[src/design/pdc_pkg.sv]
package pdc_pkg;

  localparam int VALUE_W = 31;
  localparam int COUNT_W = 6;
  localparam int DEFAULT_MAX_ELEMENTS = 64;
  localparam logic [COUNT_W-1:0] COUNT_MAX = '1;

  typedef enum logic [2:0] {
    CELL_HOLD,
    CELL_INSERT,
    CELL_LOAD,
    CELL_SWEEP,
    CELL_DRAIN
  } cell_op_e;

  typedef struct packed {
    cell_op_e             op;
    logic [VALUE_W-1:0]   elem;
    logic [VALUE_W-1:0]   key;
  } cell_ctrl_t;

endpackage

[src/design/pdc_cell.sv]
module pdc_cell
  import pdc_pkg::*;
(
  input  logic               clk_i,
  input  cell_ctrl_t         ctrl_i,
  input  logic               occ_i,
  input  logic               left_cond_i,
  input  logic [VALUE_W-1:0] left_value_i,
  input  logic [VALUE_W-1:0] right_travel_i,
  input  logic               right_tvalid_i,
  input  logic               right_matched_i,
  output logic               cond_o,
  output logic [VALUE_W-1:0] value_o,
  output logic [VALUE_W-1:0] travel_o,
  output logic               tvalid_o,
  output logic               matched_o
);

  logic [VALUE_W-1:0] value_q;
  logic [VALUE_W-1:0] travel_q;
  logic               tvalid_q;
  logic               matched_q;
  logic [VALUE_W:0]   target;
  logic               hit;

  assign cond_o    = !occ_i || (ctrl_i.elem < value_q);
  assign target    = {1'b0, value_q} + {1'b0, ctrl_i.key};
  assign hit       = occ_i && right_tvalid_i && ({1'b0, right_travel_i} == target);
  assign value_o   = value_q;
  assign travel_o  = travel_q;
  assign tvalid_o  = tvalid_q;
  assign matched_o = matched_q;

  always_ff @(posedge clk_i) begin
    case (ctrl_i.op)
      CELL_INSERT: begin
        if (cond_o) begin
          value_q <= left_cond_i ? left_value_i : ctrl_i.elem;
        end
      end
      CELL_LOAD: begin
        travel_q  <= value_q;
        tvalid_q  <= occ_i;
        matched_q <= 1'b0;
      end
      CELL_SWEEP: begin
        travel_q <= right_travel_i;
        tvalid_q <= right_tvalid_i;
        if (hit) begin
          matched_q <= 1'b1;
        end
      end
      CELL_DRAIN: begin
        matched_q <= right_matched_i;
      end
      default: begin
      end
    endcase
  end

endmodule

[config.mk]
export PLATFORM = sky130hd
export DESIGN_NAME = pdc_cell
export DESIGN_NICKNAME = d
export VERILOG_FILES = /design/src/design/pdc_pkg.sv /design/src/design/pdc_cell.sv
export SDC_FILE = /design/constraint.sdc
export NUM_CORES = 1
export LEC_CHECK = 0
export ABC_AREA = 1
export BUFFER_PORTS_ARGS = -buffer_cell sky130_fd_sc_hd__buf_2
export CAP_MARGIN = 20
export CELL_PAD_IN_SITES_DETAIL_PLACEMENT = 1
export CELL_PAD_IN_SITES_GLOBAL_PLACEMENT = 2
export CORE_UTILIZATION = 28
export DETAILED_ROUTE_END_ITERATION = 16
export PLACE_DENSITY = 0.81
export SLEW_MARGIN = 20
export SYNTH_ARGS = -nofsm -noshare
export SYNTH_HDL_FRONTEND = slang
export SYNTH_SLANG_ARGS = --single-unit
[constraint.sdc]
create_clock -name clk_i -period 3.75 [get_ports clk_i]
set_input_delay 0.375 -clock clk_i [delete_from_list [all_inputs] [get_ports clk_i]]
set_output_delay 0.375 -clock clk_i [all_outputs]
set_load 0.005 [all_outputs]
==> results.ini <==
[outcome]
status = complete, no violations

[logic_synthesis]
synth_edf_count = 64
synth-seq-area-share_pct = 29.3
synth_cells = 952
ys.flop_type = edfxtp_1
synth_area_um2 = 6560
async_flop_share_pct = 0
yosysUniqueCellTypes = 36
ys_warn_count = 0
ys_ff_latch = 64
syn_avg_cell_area_um2 = 6.89
syn_nets = 1146

[cts]
htreeDepth = 3
hold_buffers = 0
clk_pin_slew_ps = 60
clock_tree.root_cell = clkbuf_16
cts_tree = built
cts_buffers = 9
clock_path_buffers = 2
postCtsSetupRepairBufs = 0
numClockSinks = 64
clock_latency_ps = 340
cts_resized = 0

[detailed_routing]
routedWlPerCell_um = 17.2
vias = 6712
remaining_drc_errors = 0
ant_nets = 0
viasPerCell = 4.57
dr.first_iter.drc_count = 292
first_pass_iters = 5
wirelength_um = 25200

[worst_hold_path]
whs_path_depth = 3
holdPathEnd = value_o[0]
hp-class = in2reg
min_from = left_value_i[0]

[cells_and_area]
area_growth_pct = 25.7
final_cells = 1469
seq_area_um2 = 1920
final_cell_mix = nand2_1, buf_2, inv_1
mostFrequentLayoutCell = nand2_1
fillers = 3006
fin_nets = 1346
fin_util_pct = 36.1
diodes = 0
design_area_um2 = 8250
multi_input_area_um2 = 3910
layout-drive-gt1-share_pct = 25.0

[setup_path]
max_stage_delay_ps = 480
worst-r2r-cell-count = 15
crit_type = reg2out
rr_endpoint = matched_o
regToRegStartpoint = value_o[0]
critPathTopFamily = compound AO/OA/AOI/OAI gates
crit_path_cell_trace = inv_1 -> ha_1 -> inv_1 -> o31ai_1 -> a21oi_1 -> nor2_1 -> nor2_1 -> o21ai_0 -> nand2_1 -> buf_2
crit_buf_inv = 3
startpoint_type = flip-flop
rrSetupSlack_ps = 740
path_max_fanout = 3
critPathArrivalTime_ps = 2660
setup.worst_path.end_class = output port
worstPathRequired_ps = 3380
crit_slowest_cell = o31ai_1

[placed_design]
dpl_cell_area_um2 = 7950
dp_hpwl_um = 21600
portBuffers = 196
dpl.cell_count = 1454
gp_congestion = 0.916

[global_routing]
grt_max_degree = 63
grt-ovfl-total = 0
grt_pass1_vias = 6829
grt_usage_pct = 21.6
antenna_found_initial = 1
grt_pass1_wl_um = 38600
grt_util_met3_pct = 3.23
grt_use_met2_pct = 33.4
use_met1_pct = 31.1
top_usage_layer = met2

[sta]
slew_headroom_pct = 42.8
final-setup-viol-count = 0
rsz0062_at_grt = no
finalSetupTns_ps = 0
finalClockSkew_ps = 9.78
max_freq_ghz = 0.330
worstMarginPinSlew_ps = 858
hold_viol = 0
drv_slew = 0
period_share_pct = 80.9
fin_crit_ps = 3030

[power]
power.share.sequential_pct = 34.3
vdd_drop_max_v = 0.000203
total_power_mw = 2.46
switching_share_pct = 32.2
internal_power_mw = 1.67
leakage_nw = 4.44
power_switching_uw = 790
power.share.clock_pct = 37.1
p_per_area_nw_per_um2 = 298
comb_power_share_pct = 28.7

[floorplanning]
core_um2 = 22800
initial_core_util_pct = 28.7
dieHeight_um = 155
fp.dieW_um = 155
std_cell_rows = 55
ios = 197
die_area_um2 = 24100

[flow_run]
cap_viol_max_count = 0

## power by group through the flow
stage,Combinational [mW],Sequential [mW],Clock (mW)
after floorplan,0.426,0.853,0
after global placement,0.699,0.855,0
after detailed placement,0.706,0.856,0
after CTS,0.710,0.841,0.920
after global routing,0.795,0.844,0.945
final,0.705,0.841,0.910
## cells by family (layout without fill, tap and decap cells)
| group | after synthesis | count (layout) | share of synthesized area, % |
|---|---|---|---|
| and+or+nand+nor | 504 | 504 | 33.3 |
| buffers and inverters | 199 | 403 | 11.4 |
| AOI/OAI and AO/OA | 79 | 79 | 6.63 |
| DFF | 64 | 64 | 29.3 |
| adders and majority gates | 62 | 62 | 11.9 |
| muxes | 30 | 30 | 5.15 |
| xor gates and xnor gates | 14 | 14 | 2.31 |
## stage by stage
stage / setup slack (ps) / hold WS (ps)
5_1_grt: 495 / 325
6_report: 718 / 314
3_5_place_dp: 764 / 662
4_1_cts: 693 / 305
2_1_floorplan: 393 / 554
3_3_place_gp: 751 / 627
## worst max-delay path by stage
stage	startpoint	endpoint	slack (ps)	cells past startpoint
finish	value_o[10]	cond_o	720	10
global route	value_o[10]	cond_o	500	10
CTS	value_o[0]	matched_o	690	17
detailed placement	ctrl_i[0]	matched_o	760	16
global placement	ctrl_i[0]	matched_o	750	16
floorplan	value_o[16]	value_o[0]	390	9
## layer usage
metal  wire [µm]  vias to the layer above
met1       12700                     3102
met4         382                        2
li1            -                     3430
met3        1080                       25
met2       11000                      153
met5          15                        -
## cell type report
cell class,instances,area share [%]
Sequential cell,64,23.3
Multi-Input combinational cell,689,47.4
Timing Repair Buffer,199,12.3
Clock buffer,10,2.77
Tap cell,313,4.75
Inverter,189,8.60
Clock inverter,5,0.879
## worst min-delay path, cell delays in order
cell and delay (ps):
buf_2 80, nand2_1 40, o21ai_0 60
## synth_stat cells, drive strengths merged, types with 3 or more instances
cell type / instances / area, µm²
a21oi: 34 / 185
buf: 3 / 11.3
clkbuf: 7 / 26.3
edfxtp: 64 / 1920
ha: 61 / 763
inv: 189 / 709
mux2: 30 / 338
nand2: 346 / 1350
nand3: 66 / 350
nand3b: 7 / 52.6
nand4: 11 / 68.8
nor2: 66 / 303
nor3: 6 / 51.3
o21ai: 36 / 180
xnor2: 7 / 61.3
xor2: 5 / 43.8
## sequential cells by signal, indices dropped and copies added, names as in the netlist
signal     count
value_o       31
travel_o      31
matched_o      1
tvalid_o       1
Power figures use the tool's default switching activity.
